`src/rtl/lphs_pkg.sv`:
```
package lphs_pkg;

    localparam int KEY_W    = 31;
    localparam int KIND_W   = 2;
    localparam int STATUS_W = 2;
    localparam int SLOT_W   = 4;

    // home-slot remainder: digit width in key bits and number of digit steps
    localparam int DIGIT_W   = 4;
    localparam int MOD_STEPS = (KEY_W + DIGIT_W - 1) / DIGIT_W;

    localparam logic [KIND_W-1:0] KIND_INSERT = 2'd0;
    localparam logic [KIND_W-1:0] KIND_FIND   = 2'd1;
    localparam logic [KIND_W-1:0] KIND_DELETE = 2'd2;

    localparam logic [STATUS_W-1:0] STATUS_OK   = 2'd0;
    localparam logic [STATUS_W-1:0] STATUS_FULL = 2'd1;
    localparam logic [STATUS_W-1:0] STATUS_MISS = 2'd2;

    typedef enum logic [2:0] {
        ST_CLEAR,
        ST_IDLE,
        ST_HOME,
        ST_CHECK,
        ST_DONE
    } lphs_state_t;

    typedef struct packed {
        logic             used;
        logic             deleted;
        logic [KEY_W-1:0] key;
    } lphs_entry_t;

endpackage

```
`src/rtl/lphs_ram.sv`:
```
module lphs_ram #(
    parameter int WIDTH = 33,
    parameter int DEPTH = 11
) (
    input  logic                     clk,
    input  logic                     wr_en,
    input  logic [$clog2(DEPTH)-1:0] wr_addr,
    input  logic [WIDTH-1:0]         wr_data,
    input  logic [$clog2(DEPTH)-1:0] rd_addr,
    output logic [WIDTH-1:0]         rd_data
);

    logic [WIDTH-1:0] mem_reg [DEPTH];
    logic [WIDTH-1:0] rd_data_reg;

    always_ff @(posedge clk)
    begin
        if (wr_en)
        begin
            mem_reg[wr_addr] <= wr_data;
        end
        rd_data_reg <= mem_reg[rd_addr];
    end

    assign rd_data = rd_data_reg;

endmodule

```
`src/rtl/lphs_mod.sv`:
```
// Key mod MODULUS, restoring remainder, DIGIT_W key bits per cycle.
module lphs_mod #(
    parameter int MODULUS = 11
) (
    input  logic                         clk,
    input  logic                         rst_n,
    input  logic                         start,
    input  logic [lphs_pkg::KEY_W-1:0]   key,
    output logic                         done,
    output logic [$clog2(MODULUS)-1:0]   rem
);

    localparam int REM_W   = $clog2(MODULUS);
    localparam int DIGIT_W = lphs_pkg::DIGIT_W;
    localparam int STEPS   = lphs_pkg::MOD_STEPS;
    localparam int PAD_W   = STEPS * DIGIT_W;
    localparam int CNT_W   = $clog2(STEPS);
    localparam logic [REM_W:0] MOD_WIDE = (REM_W + 1)'(MODULUS);

    logic [PAD_W-1:0] sh_reg, sh_next;
    logic [REM_W-1:0] rem_reg, rem_next;
    logic [CNT_W-1:0] cnt_reg, cnt_next;
    logic             busy_reg, busy_next;
    logic             done_reg, done_next;
    logic [REM_W-1:0] acc;
    logic [REM_W:0]   trial;

    // DIGIT_W chained compare-subtract steps on the narrow remainder
    always_comb
    begin
        acc   = rem_reg;
        trial = '0;
        for (int i = 0; i < DIGIT_W; i++)
        begin
            trial = {acc, sh_reg[PAD_W-1-i]};
            if (trial >= MOD_WIDE)
            begin
                trial = trial - MOD_WIDE;
            end
            acc = trial[REM_W-1:0];
        end
    end

    always_comb
    begin
        sh_next   = sh_reg;
        rem_next  = rem_reg;
        cnt_next  = cnt_reg;
        busy_next = busy_reg;
        done_next = 1'b0;
        if (start)
        begin
            sh_next   = PAD_W'(key);
            rem_next  = '0;
            cnt_next  = '0;
            busy_next = 1'b1;
        end
        else if (busy_reg)
        begin
            sh_next  = sh_reg << DIGIT_W;
            rem_next = acc;
            cnt_next = cnt_reg + 1'b1;
            if (cnt_reg == CNT_W'(STEPS - 1))
            begin
                busy_next = 1'b0;
                done_next = 1'b1;
            end
        end
    end

    always_ff @(posedge clk or negedge rst_n)
    begin
        if (!rst_n)
        begin
            busy_reg <= 1'b0;
            done_reg <= 1'b0;
            cnt_reg  <= '0;
        end
        else
        begin
            busy_reg <= busy_next;
            done_reg <= done_next;
            cnt_reg  <= cnt_next;
        end
    end

    always_ff @(posedge clk)
    begin
        sh_reg  <= sh_next;
        rem_reg <= rem_next;
    end

    assign done = done_reg;
    assign rem  = rem_reg;

endmodule

```
`src/rtl/linear_probe_hash_set.sv`:
```
// Flow: the home-slot remainder, then p probes (1 to TABLE_SIZE, one table read each),
// then the output register; a full-table insert or an unused kind goes straight there.
// One request in flight: the next beat is taken only once the result is in the output
// register, and later while the result side stalls; the remainder and the probes set this.
// Reset: asynchronous, active low; the table is then swept clear, slot by slot,
// with in_stall held high until the sweep ends.
module linear_probe_hash_set #(
    parameter int TABLE_SIZE = 11
) (
    input  logic                            clk,
    input  logic                            rst_n,
    // request channel
    input  logic                            in_valid,
    output logic                            in_stall,
    input  logic [lphs_pkg::KIND_W-1:0]     kind,
    input  logic [lphs_pkg::KEY_W-1:0]      key_value,
    // result channel
    output logic                            out_valid,
    input  logic                            out_stall,
    output logic [lphs_pkg::STATUS_W-1:0]   status,
    output logic [lphs_pkg::SLOT_W-1:0]     slot
);

    localparam int IDX_W    = $clog2(TABLE_SIZE);
    localparam int CNT_W    = $clog2(TABLE_SIZE + 1);
    localparam int SLOT_W   = lphs_pkg::SLOT_W;
    localparam int ENTRY_W  = $bits(lphs_pkg::lphs_entry_t);
    localparam logic [IDX_W-1:0] LAST_IDX = IDX_W'(TABLE_SIZE - 1);
    localparam logic [CNT_W-1:0] FULL_CNT = CNT_W'(TABLE_SIZE);

    lphs_pkg::lphs_state_t state_reg, state_next;

    // sweep pointer for the clearing pass
    logic [IDX_W-1:0] clr_reg, clr_next;
    // live keys: used and not marked deleted
    logic [CNT_W-1:0] live_reg, live_next;

    // current request
    logic [lphs_pkg::KIND_W-1:0] kind_reg, kind_next;
    logic [lphs_pkg::KEY_W-1:0]  key_reg, key_next;

    // probe walk: current slot, home slot, slots passed so far
    logic [IDX_W-1:0] s_reg, s_next;
    logic [IDX_W-1:0] home_reg, home_next;
    logic [IDX_W-1:0] n_reg, n_next;

    // result held until the output register is free
    logic [lphs_pkg::STATUS_W-1:0] res_status_reg, res_status_next;
    logic [IDX_W-1:0]              res_slot_reg, res_slot_next;

    // output register
    logic                          out_valid_reg, out_valid_next;
    logic [lphs_pkg::STATUS_W-1:0] out_status_reg, out_status_next;
    logic [SLOT_W-1:0]             out_slot_reg, out_slot_next;

    // table memory and remainder unit
    logic                  ram_wr_en;
    logic [IDX_W-1:0]      ram_wr_addr;
    lphs_pkg::lphs_entry_t ram_wr_entry;
    logic [IDX_W-1:0]      ram_rd_addr;
    logic [ENTRY_W-1:0]    ram_rd_data;
    lphs_pkg::lphs_entry_t rd_entry;
    logic                  mod_start;
    logic                  mod_done;
    logic [IDX_W-1:0]      mod_rem;

    // probe evaluation
    logic [IDX_W-1:0] s_nx;
    logic             key_match;
    logic             probe_stop;
    logic             probe_end;
    logic             probe_ok;

    logic accept;
    logic out_free;
    logic table_full;
    logic kind_known;

    lphs_ram #(
        .WIDTH (ENTRY_W),
        .DEPTH (TABLE_SIZE)
    ) u_ram (
        .clk     (clk),
        .wr_en   (ram_wr_en),
        .wr_addr (ram_wr_addr),
        .wr_data (ENTRY_W'(ram_wr_entry)),
        .rd_addr (ram_rd_addr),
        .rd_data (ram_rd_data)
    );

    lphs_mod #(
        .MODULUS (TABLE_SIZE)
    ) u_mod (
        .clk   (clk),
        .rst_n (rst_n),
        .start (mod_start),
        .key   (key_value),
        .done  (mod_done),
        .rem   (mod_rem)
    );

    assign rd_entry = lphs_pkg::lphs_entry_t'(ram_rd_data);

    // Only the idle state takes a beat: one request in flight at a time.
    assign in_stall   = (state_reg != lphs_pkg::ST_IDLE);
    assign accept     = in_valid && !in_stall;
    // Output register can load when empty or being emptied this cycle.
    assign out_free   = !out_valid_reg || !out_stall;
    assign table_full = (live_reg >= FULL_CNT);
    assign kind_known = (kind == lphs_pkg::KIND_INSERT) || (kind == lphs_pkg::KIND_FIND)
                        || (kind == lphs_pkg::KIND_DELETE);

    // Probe decision on the entry read for s_reg.
    always_comb
    begin
        s_nx       = (s_reg == LAST_IDX) ? '0 : s_reg + 1'b1;
        key_match  = rd_entry.used && (rd_entry.key == key_reg);
        probe_stop = !rd_entry.used || (rd_entry.key == key_reg);
        if (kind_reg == lphs_pkg::KIND_INSERT)
        begin
            // first empty or deleted slot; give up after the whole table
            probe_ok  = !rd_entry.used || rd_entry.deleted;
            probe_end = probe_ok || (n_reg == LAST_IDX);
        end
        else
        begin
            // stop on the key, an empty slot or back at home; a deleted copy still stops
            probe_ok  = probe_stop && key_match && !rd_entry.deleted;
            probe_end = probe_stop || (s_nx == home_reg);
        end
    end

    // Next state.
    always_comb
    begin
        state_next = state_reg;
        case (state_reg)
            lphs_pkg::ST_CLEAR:
            begin
                if (clr_reg == LAST_IDX)
                begin
                    state_next = lphs_pkg::ST_IDLE;
                end
            end
            lphs_pkg::ST_IDLE:
            begin
                if (accept)
                begin
                    if ((kind == lphs_pkg::KIND_INSERT) && table_full)
                    begin
                        state_next = lphs_pkg::ST_DONE;
                    end
                    else if (kind_known)
                    begin
                        state_next = lphs_pkg::ST_HOME;
                    end
                    else
                    begin
                        state_next = lphs_pkg::ST_DONE;
                    end
                end
            end
            lphs_pkg::ST_HOME:
            begin
                if (mod_done)
                begin
                    state_next = lphs_pkg::ST_CHECK;
                end
            end
            lphs_pkg::ST_CHECK:
            begin
                if (probe_end)
                begin
                    state_next = lphs_pkg::ST_DONE;
                end
            end
            lphs_pkg::ST_DONE:
            begin
                if (out_free)
                begin
                    state_next = lphs_pkg::ST_IDLE;
                end
            end
            default:
            begin
                state_next = lphs_pkg::ST_IDLE;
            end
        endcase
    end

    // Datapath and memory control.
    always_comb
    begin
        clr_next        = clr_reg;
        live_next       = live_reg;
        kind_next       = kind_reg;
        key_next        = key_reg;
        s_next          = s_reg;
        home_next       = home_reg;
        n_next          = n_reg;
        res_status_next = res_status_reg;
        res_slot_next   = res_slot_reg;
        out_status_next = out_status_reg;
        out_slot_next   = out_slot_reg;
        out_valid_next  = out_valid_reg && out_stall;
        ram_wr_en       = 1'b0;
        ram_wr_addr     = s_reg;
        ram_wr_entry    = '0;
        // in CHECK the next slot is fetched ahead so the probe walk never waits on a read
        ram_rd_addr     = s_nx;
        mod_start       = 1'b0;

        case (state_reg)
            lphs_pkg::ST_CLEAR:
            begin
                ram_wr_en   = 1'b1;
                ram_wr_addr = clr_reg;
                clr_next    = clr_reg + 1'b1;
            end
            lphs_pkg::ST_IDLE:
            begin
                if (accept)
                begin
                    kind_next     = kind;
                    key_next      = key_value;
                    res_slot_next = '0;
                    if ((kind == lphs_pkg::KIND_INSERT) && table_full)
                    begin
                        res_status_next = lphs_pkg::STATUS_FULL;
                    end
                    else if (kind_known)
                    begin
                        mod_start = 1'b1;
                    end
                    else
                    begin
                        res_status_next = lphs_pkg::STATUS_MISS;
                    end
                end
            end
            lphs_pkg::ST_HOME:
            begin
                ram_rd_addr = mod_rem;
                if (mod_done)
                begin
                    s_next    = mod_rem;
                    home_next = mod_rem;
                    n_next    = '0;
                end
            end
            lphs_pkg::ST_CHECK:
            begin
                if (probe_end)
                begin
                    if (probe_ok)
                    begin
                        res_status_next      = lphs_pkg::STATUS_OK;
                        res_slot_next        = s_reg;
                        ram_wr_en            = (kind_reg == lphs_pkg::KIND_INSERT)
                                               || (kind_reg == lphs_pkg::KIND_DELETE);
                        ram_wr_entry.used    = 1'b1;
                        ram_wr_entry.key     = key_reg;
                        if (kind_reg == lphs_pkg::KIND_INSERT)
                        begin
                            ram_wr_entry.deleted = 1'b0;
                            live_next            = live_reg + 1'b1;
                        end
                        else if (kind_reg == lphs_pkg::KIND_DELETE)
                        begin
                            ram_wr_entry.deleted = 1'b1;
                            if (live_reg != '0)
                            begin
                                live_next = live_reg - 1'b1;
                            end
                        end
                    end
                    else
                    begin
                        res_status_next = (kind_reg == lphs_pkg::KIND_INSERT)
                                          ? lphs_pkg::STATUS_FULL : lphs_pkg::STATUS_MISS;
                        res_slot_next   = '0;
                    end
                end
                else
                begin
                    s_next = s_nx;
                    n_next = n_reg + 1'b1;
                end
            end
            lphs_pkg::ST_DONE:
            begin
                if (out_free)
                begin
                    out_valid_next  = 1'b1;
                    out_status_next = res_status_reg;
                    out_slot_next   = SLOT_W'(res_slot_reg);
                end
            end
            default:
            begin
                mod_start = 1'b0;
            end
        endcase
    end

    always_ff @(posedge clk or negedge rst_n)
    begin
        if (!rst_n)
        begin
            state_reg     <= lphs_pkg::ST_CLEAR;
            clr_reg       <= '0;
            live_reg      <= '0;
            out_valid_reg <= 1'b0;
        end
        else
        begin
            state_reg     <= state_next;
            clr_reg       <= clr_next;
            live_reg      <= live_next;
            out_valid_reg <= out_valid_next;
        end
    end

    always_ff @(posedge clk)
    begin
        kind_reg       <= kind_next;
        key_reg        <= key_next;
        s_reg          <= s_next;
        home_reg       <= home_next;
        n_reg          <= n_next;
        res_status_reg <= res_status_next;
        res_slot_reg   <= res_slot_next;
        out_status_reg <= out_status_next;
        out_slot_reg   <= out_slot_next;
    end

    assign out_valid = out_valid_reg;
    assign status    = out_status_reg;
    assign slot      = out_slot_reg;

endmodule

```
`config.mk`:
```
export PLATFORM = sky130hd
export DESIGN_NAME = linear_probe_hash_set
export DESIGN_NICKNAME = d
export VERILOG_FILES = /design/src/rtl/lphs_pkg.sv /design/src/rtl/lphs_ram.sv /design/src/rtl/lphs_mod.sv /design/src/rtl/linear_probe_hash_set.sv
export SDC_FILE = /design/constraint.sdc
export NUM_CORES = 1
export LEC_CHECK = 0
export ABC_CLOCK_PERIOD_IN_PS = 4150
export BUFFER_PORTS_ARGS = -buffer_cell sky130_fd_sc_hd__buf_2
export CAP_MARGIN = 20
export CORE_ASPECT_RATIO = 1.75
export CORE_UTILIZATION = 56
export CTS_CLUSTER_DIAMETER = 100
export DETAILED_ROUTE_END_ITERATION = 8
export GPL_TIMING_DRIVEN = 0
export HOLD_SLACK_MARGIN = 0.03
export PLACE_DENSITY = 0.87
export SETUP_SLACK_MARGIN = 0.3
export SLEW_MARGIN = 10
export SYNTH_ARGS = -nofsm -noshare
export SYNTH_HDL_FRONTEND = slang
export SYNTH_SLANG_ARGS = --single-unit
```
`constraint.sdc`:
```
create_clock -name clk -period 4.15 [get_ports clk]
set_clock_uncertainty 0.2 [all_clocks]
set_input_delay 0.2075 -clock clk [delete_from_list [all_inputs] [get_ports clk]]
set_output_delay 0.2075 -clock clk [all_outputs]
set_load 0.01 [all_outputs]
```
---- Word-level counts from Yosys, hierarchy flattened ----
Memories as Yosys holds them, arrays and structs flattened. A register that Yosys moved wholly into a read port is not among the register bits.
Index checks and enable logic that the tools add are counted.
storage, ports and cells
  register bits after elaboration ......... 110
  memory bits (writable) .................. 363
  word-level logic and storage cells ...... 155
  memories kept ........................... 1
operators by class
  add/subtract/negate cells ............... 10
  $lt $le $gt $ge ......................... 5
  equal/unequal tests ..................... 21
  muxes and demuxes ....................... 63
  reductions and logical operators ........ 36
memories
  memory         depth  width  rd ports  clocked after memory_dff  write ports  RTL line        text
  u_ram.mem_reg  11     33     1         1                         1            lphs_ram.sv:13  logic [WIDTH-1:0] mem_reg [DEPTH];
operators with widths
  cell                                                                                  number
  33-bit two-way mux                                                                    3
  4-bit two-way mux                                                                     17
  31-bit two-way mux                                                                    2
  31-bit == test                                                                        1
  3-bit two-way mux                                                                     9
  4-bit one-hot mux with 2 select lines                                                 3
  5-bit by 4-bit greater-or-equal comparator with 1-bit output (second input constant)  4
  1-bit two-way mux                                                                     20
  4-bit by 1-bit adder with 4-bit output (second input constant)                        4
  4-bit subtractor (second input constant)                                              4
  3-bit one-hot mux with 5 select lines                                                 1
  4-bit == test (second input constant)                                                 3
  2-bit two-way mux                                                                     6
  2-bit != test (second input constant)                                                 5
  5-bit AND reduction                                                                   2
  2-bit nonzero test                                                                    5
  1-bit logical OR                                                                      8
  3-bit by 2-bit == test with 1-bit output (second input constant)                      2
  3-bit == test (second input constant)                                                 2
  1-bit logical AND                                                                     6
  2-bit AND reduction                                                                   3
  3-bit AND reduction                                                                   2
  1-bit zero test                                                                       5
  2-bit == test (second input constant)                                                 2
  15 further kinds                                                                      16

---- Depth between registers and ports, before layout ----
  word-level depth ........................ 10
  mapped depth ............................ 18
  mapped depth without buffers ............ 18

---- Cells and area by module ----
From an unflattened synthesis, not the netlist that was laid out.
second synthesis, totals
  cells, all modules ...................... 1286
  area total of the unflattened synthesis .. 20832.5 um2
by module, submodules not included
  module                 times used  cells each  area an instance (um2)  seq. area each (um2)
  lphs_ram               1           793         14880.5                 11561.1
  linear_probe_hash_set  1           297         3559.7                  2011.9
  lphs_mod               1           196         2392.3                  1156.1

---- Worst setup path before layout ----
Ideal clock, no wire load.
  path kind ............................... register to register
  start point ............................. register key_reg[12] (netlist name)
  end point ............................... memory u_ram.mem_reg[5][0] (enable)
  library setup time ...................... 423 ps
  arrival ................................. 3757 ps
  path slack .............................. -230 ps
  stages on the path, launching flop included .. 12
  cells stage by stage .................... edfxtp_1 xor2_1 nor4_1 nand4_1 nor4_1 nand3b_1 a21oi_2 nand2b_1 clkbuf_1 a2bb2oi_1 or2_1 nor2_1
on the way
  cells in the longest elaborated chain, start to end .. 10
RTL lines
  element                                                       RTL line                                                    text
  start, declared                                               linear_probe_hash_set.sv:40                                 logic [lphs_pkg::KEY_W-1:0] key_reg, key_next;
  start signal, assigned                                        linear_probe_hash_set.sv:327                                key_reg <= key_next;
  31-bit == test *                                              linear_probe_hash_set.sv:117, linear_probe_hash_set.sv:118
  1-bit logical OR / 1-bit logical AND (equally long branches)  linear_probe_hash_set.sv:118, linear_probe_hash_set.sv:117
  1-bit logical AND (2 in series)                               linear_probe_hash_set.sv:128                                probe_ok = probe_stop && key_match && !rd_entry.deleted;
  1-bit two-way mux                                             linear_probe_hash_set.sv:119                                if (kind_reg == lphs_pkg::KIND_INSERT)
  1-bit two-way mux                                             linear_probe_hash_set.sv:255                                if (probe_ok)
  1-bit two-way mux *                                           linear_probe_hash_set.sv:253                                if (probe_end)
  1-bit one-hot mux with 2 select lines *                       linear_probe_hash_set.sv:213                                case (state_reg)
  1-bit two-way mux *                                           lphs_ram.sv:18                                              if (wr_en)
  1-bit two-way mux (not written as such) *                     lphs_ram.sv:20                                              mem_reg[wr_addr] <= wr_data;
  end, declared                                                 lphs_ram.sv:13
Mark *: on every way between the ends. The rest lies on a longest branch, timed or not.

---- Worst setup path after layout ----
  start point ............................. register u_mod.rem_reg[0] (netlist: u_mod.rem[0])
  end point ............................... register u_mod.rem_reg[1] (netlist: u_mod.rem[1])
on the way
  cells in the longest elaborated chain, start to end .. 8
RTL lines
  element                                                                                                  RTL line                        text
  start, declared                                                                                          lphs_mod.sv:21                  logic [REM_W-1:0] rem_reg, rem_next;
  start signal, assigned                                                                                   lphs_mod.sv:90                  rem_reg <= rem_next;
  4-bit subtractor / 5-bit by 4-bit greater-or-equal comparator with 1-bit output (equally long branches)  lphs_mod.sv:38, lphs_mod.sv:36
  4-bit two-way mux *                                                                                      lphs_mod.sv:36                  if (trial >= MOD_WIDE)
  4-bit subtractor / 5-bit by 4-bit greater-or-equal comparator with 1-bit output (equally long branches)  lphs_mod.sv:38, lphs_mod.sv:36
  4-bit two-way mux *                                                                                      lphs_mod.sv:36
  5-bit by 4-bit greater-or-equal comparator with 1-bit output / 4-bit subtractor (equally long branches)  lphs_mod.sv:36, lphs_mod.sv:38
  4-bit two-way mux *                                                                                      lphs_mod.sv:36
  4-bit subtractor / 5-bit by 4-bit greater-or-equal comparator with 1-bit output (equally long branches)  lphs_mod.sv:38, lphs_mod.sv:36
  4-bit two-way mux *                                                                                      lphs_mod.sv:36
Marked as above.
A chain may end at the register's enable or synchronous reset.

==> qor.yml <==
status: "complete, but fails checks"
violations: "negative setup slack"
postLayoutSetupSlackWorst_ns: -0.111
crit_path_start_kind: "flop"
cp_num_buf_inv: 2
global_route.usage.total: 0.280
grt.met2_usage: 0.482
post-route-drc-count: 0
synth-async-reset-ratio: 0.0336
area_delta_synth_final_pct: 21.3
place.detailed.instances: 1640
crit_path_end_kind: "flop"
worst_path_cell_trace: "ha_4 > o31a_1 > o21ai_2 > o31a_1 > ha_2 > o21ba_4 > o211a_4 > mux2i_4 > inv_2 > ha_4 > or2_4 > o32a_4 > buf_4 > o311a_4 > o21ai_4 > nor2_2 > a211oi_2 > o32ai_2"
finalHoldWorstSlack_ns: 0.157
fp.dieArea_um2: 36800
grt_max_degree: 32
netlist.top_cell.by_area: "sky130_fd_sc_hd__edfxtp_1"
grt_antenna_before_repair: 0
crit_start: "u_mod.rem[0]"
syn_nets: 1169
required_ns: 4.37
inserted_clock_buffers: 43
grt_overflow: 0
synth_simple_gate_area_share: 0.0594
static-leakage-power_uw: 0.00846
final-hold-violation-count: 0
synth_top_family_by_area: "multiplexers"
timing.critical_path.fanout_max: 5
vdd_drop_max_mv: 0.441
vias_in_the_first_global_route: 12100
std_cell_rows: 91
holdCritStartpoint: "key_value[11]"
ioPinCount: 45
layout.cells.non_filler: 1822
fp.coreArea_um2: 35400
yosys-mux-area-fraction: 0.137
diodes: 0
post_synth_xor_area_fraction: 0.0191
detailedPlacementHpwl_um: 28800
internal_power_uw: 12300
clkSlewWorstSetupHoldPaths_ns: 0.06
worstSetupPathType: "reg -> reg"
setup_tns_ns: -0.114
synth.yosys.warnings: 0
detailedRoute.firstPassIterationCount: 5
max_clock_freq_mhz: 235
fin_util: 0.692
h_tree_level_count: 2
grt_pass1_wl_um: 74500
syn_area_per_cell_um2: 18.0
gp_routability_congestion: 0.863
p_comb_frac: 0.403
clock_latency_ns: 0.58
yosys.area_share.adder: 0.00843
global_route.peak_usage_layer: "met2"
cp_top_family: "compound AO/OA/AOI/OAI gates"
drt_iter0_markers: 1647
slowest_delay_ns: 0.37
synth.yosys.seq_area_share: 0.730
routed_via_density: 6.67
cp_data_arrival_time_ns: 4.48
cts_max_path_buffers: 3
dominantRegCellSynth: "sky130_fd_sc_hd__edfxtp_1"
total_net_switching_power_uw: 6630
synth_compound_gate_area_share: 0.0323
netlist.area_leader.share: 0.671
grt_setup_unrepaired: "true"
share_seq_of_total_power: 0.374
p_sw_frac: 0.351
period_needed_ns: 4.26
synth.top_cells.by_area: "sky130_fd_sc_hd__edfxtp_1 (67%), sky130_fd_sc_hd__mux4_2 (11%), sky130_fd_sc_hd__dfxtp_1 (3.8%)"
nNetsFinal: 1373
totalWireLength_um: 57400
clkSinkCount: 506
synth-edff-count: 451
synth.ff_latch_count: 506
clkPwrFrac: 0.224
cap_viol_max_count: 0
synthesis.area_um2: 20200
layout_cells_sized_above_1: 0.307
cp_slowest_cell: "sky130_fd_sc_hd__dfxtp_4"
routed-via-count: 12200
regToRegStartpoint: "u_mod.rem[0]"
die_x_um: 146
timing.final.crit_share: 1.03
die_h_um: 253
timing.slew.headroom: 0.223
global_route.usage.met1: 0.325
syn-instance-count: 1119
class_of_the_worst_hold_path: "in -> reg"
cts-root-buf: "sky130_fd_sc_hd__clkbuf_16"
pin_slew_with_the_least_headroom_to_its_limit_ns: 1.16
initial_core_util: 0.570
wl_per_cell_um: 31.5
finalSetupViolations: 2
largest_register_ffs: 363
power.density_nw_per_um2: 772
maxSlewViolCount: 0
grt_use_met3: 0.0445
cts_tree: "yes"
io_buffer_count: 44
ant_nets: 0
post_synth_num_cell_types: 73
worst paths after layout:
path	end	slack, ns	depth (start not counted)
setup / recovery	u_mod.rem[1]	-0.11	18
max in group asynchronous	state_reg[2]	2.59	3
min in group asynchronous	u_mod.busy_reg	0.64	3
setup reg to reg	u_mod.rem[1]	-0.11	18
hold / removal	key_reg[11]	0.16	2
hold reg to reg	status[1]	0.23	0
cell type report:
type | count | area, um^2
plain buffers | 50 | 254
flip-flops and latches | 506 | 14700
repair buffers | 159 | 1800
multi-input cells | 548 | 5600
inverters | 15 | 56.3
clock inverters | 24 | 285
fillers | 1954 | 10900
clock buffers | 55 | 1190
well taps | 465 | 582
synthesized netlist by cell type (3+ instances only):
cell type	number
sky130_fd_sc_hd__dfrtp_1	17
sky130_fd_sc_hd__o22ai_1	3
sky130_fd_sc_hd__mux4_2	99
sky130_fd_sc_hd__and3_1	4
sky130_fd_sc_hd__o211ai_1	4
sky130_fd_sc_hd__nor4_1	6
sky130_fd_sc_hd__clkbuf_1	32
sky130_fd_sc_hd__mux2i_1	11
sky130_fd_sc_hd__nor2b_1	3
sky130_fd_sc_hd__ha_1	12
sky130_fd_sc_hd__nand3_1	6
sky130_fd_sc_hd__a211oi_1	4
sky130_fd_sc_hd__a31oi_1	4
sky130_fd_sc_hd__buf_2	11
sky130_fd_sc_hd__nor3_1	12
sky130_fd_sc_hd__xor2_1	24
sky130_fd_sc_hd__xnor2_1	20
sky130_fd_sc_hd__and2_1	41
sky130_fd_sc_hd__edfxtp_1	451
sky130_fd_sc_hd__nand2_1	104
sky130_fd_sc_hd__nand2b_1	9
sky130_fd_sc_hd__o21ai_0	15
sky130_fd_sc_hd__buf_6	3
sky130_fd_sc_hd__mux2_2	38
sky130_fd_sc_hd__a21oi_1	19
sky130_fd_sc_hd__inv_1	15
sky130_fd_sc_hd__nor2_1	49
sky130_fd_sc_hd__nand4_1	5
sky130_fd_sc_hd__dfxtp_1	38
per-stage QoR:
stage	instance area, um^2	power, uW	worst slack (ns)
after floorplan	20200	11200	-0.230
after global placement	21000	12500	-2.93
after detailed placement	21400	12900	-0.929
after CTS	23700	17700	0.0452
after global routing	24500	19400	-0.160
final	24500	18900	-0.111
power by group through the flow:
stage / Clock, uW / Sequential, uW / Combinational (uW)
2_1_floorplan: 0 / 6940 / 4220
3_3_place_gp: 0 / 7050 / 5410
3_5_place_dp: 0 / 7070 / 5820
4_1_cts: 4200 / 7000 / 6490
5_1_grt: 4420 / 7100 / 7920
6_report: 4230 / 7070 / 7620
cells by family after synthesis:
kind of cell,count (synthesis)
adders and majority gates,13
buffers and inverters,65
DFF,506
muxes,148
AOI/OAI and AO/OA,90
and+or+nand+nor,253
xor gates and xnor gates,44
cells in the final DEF (no fill, tap or decap), types with 17 or more instances in the layout:
cell type and count:
sky130_fd_sc_hd__mux2_2 38, sky130_fd_sc_hd__clkbuf_1 32, sky130_fd_sc_hd__dfrtp_1 17, sky130_fd_sc_hd__clkbuf_16 56, sky130_fd_sc_hd__buf_2 52, sky130_fd_sc_hd__dfxtp_1 36
sky130_fd_sc_hd__xor2_1 21, sky130_fd_sc_hd__buf_12 20, sky130_fd_sc_hd__mux4_2 99, sky130_fd_sc_hd__nand2_1 102, sky130_fd_sc_hd__and2_1 40, sky130_fd_sc_hd__a21oi_1 18
sky130_fd_sc_hd__edfxtp_1 451, sky130_fd_sc_hd__nor2_1 36, sky130_fd_sc_hd__xnor2_1 20, sky130_fd_sc_hd__buf_4 31, sky130_fd_sc_hd__dlygate4sd3_1 37
repair_timing:
| item | 4_1_cts | 5_1_grt |
|---|---|---|
| setup endpoints to repair | 708 | 522 |
| hold buffers | 37 | 0 |
| gates cloned | 0 | 13 |
| buffers inserted | 30 | 21 |
| pin swaps | 24 | 31 |
| endpoints found under the hold margin | 96 | 0 |
| resized for setup | 19 | 57 |
layer usage:
layer / vias to the layer above / wire [um]
met3: 290 / 5750
li1: 4775 / -
met4: 0 / 4650
met1: 6030 / 18400
met5: - / 0
met2: 1060 / 28500
Power figures use the tool's default switching activity.
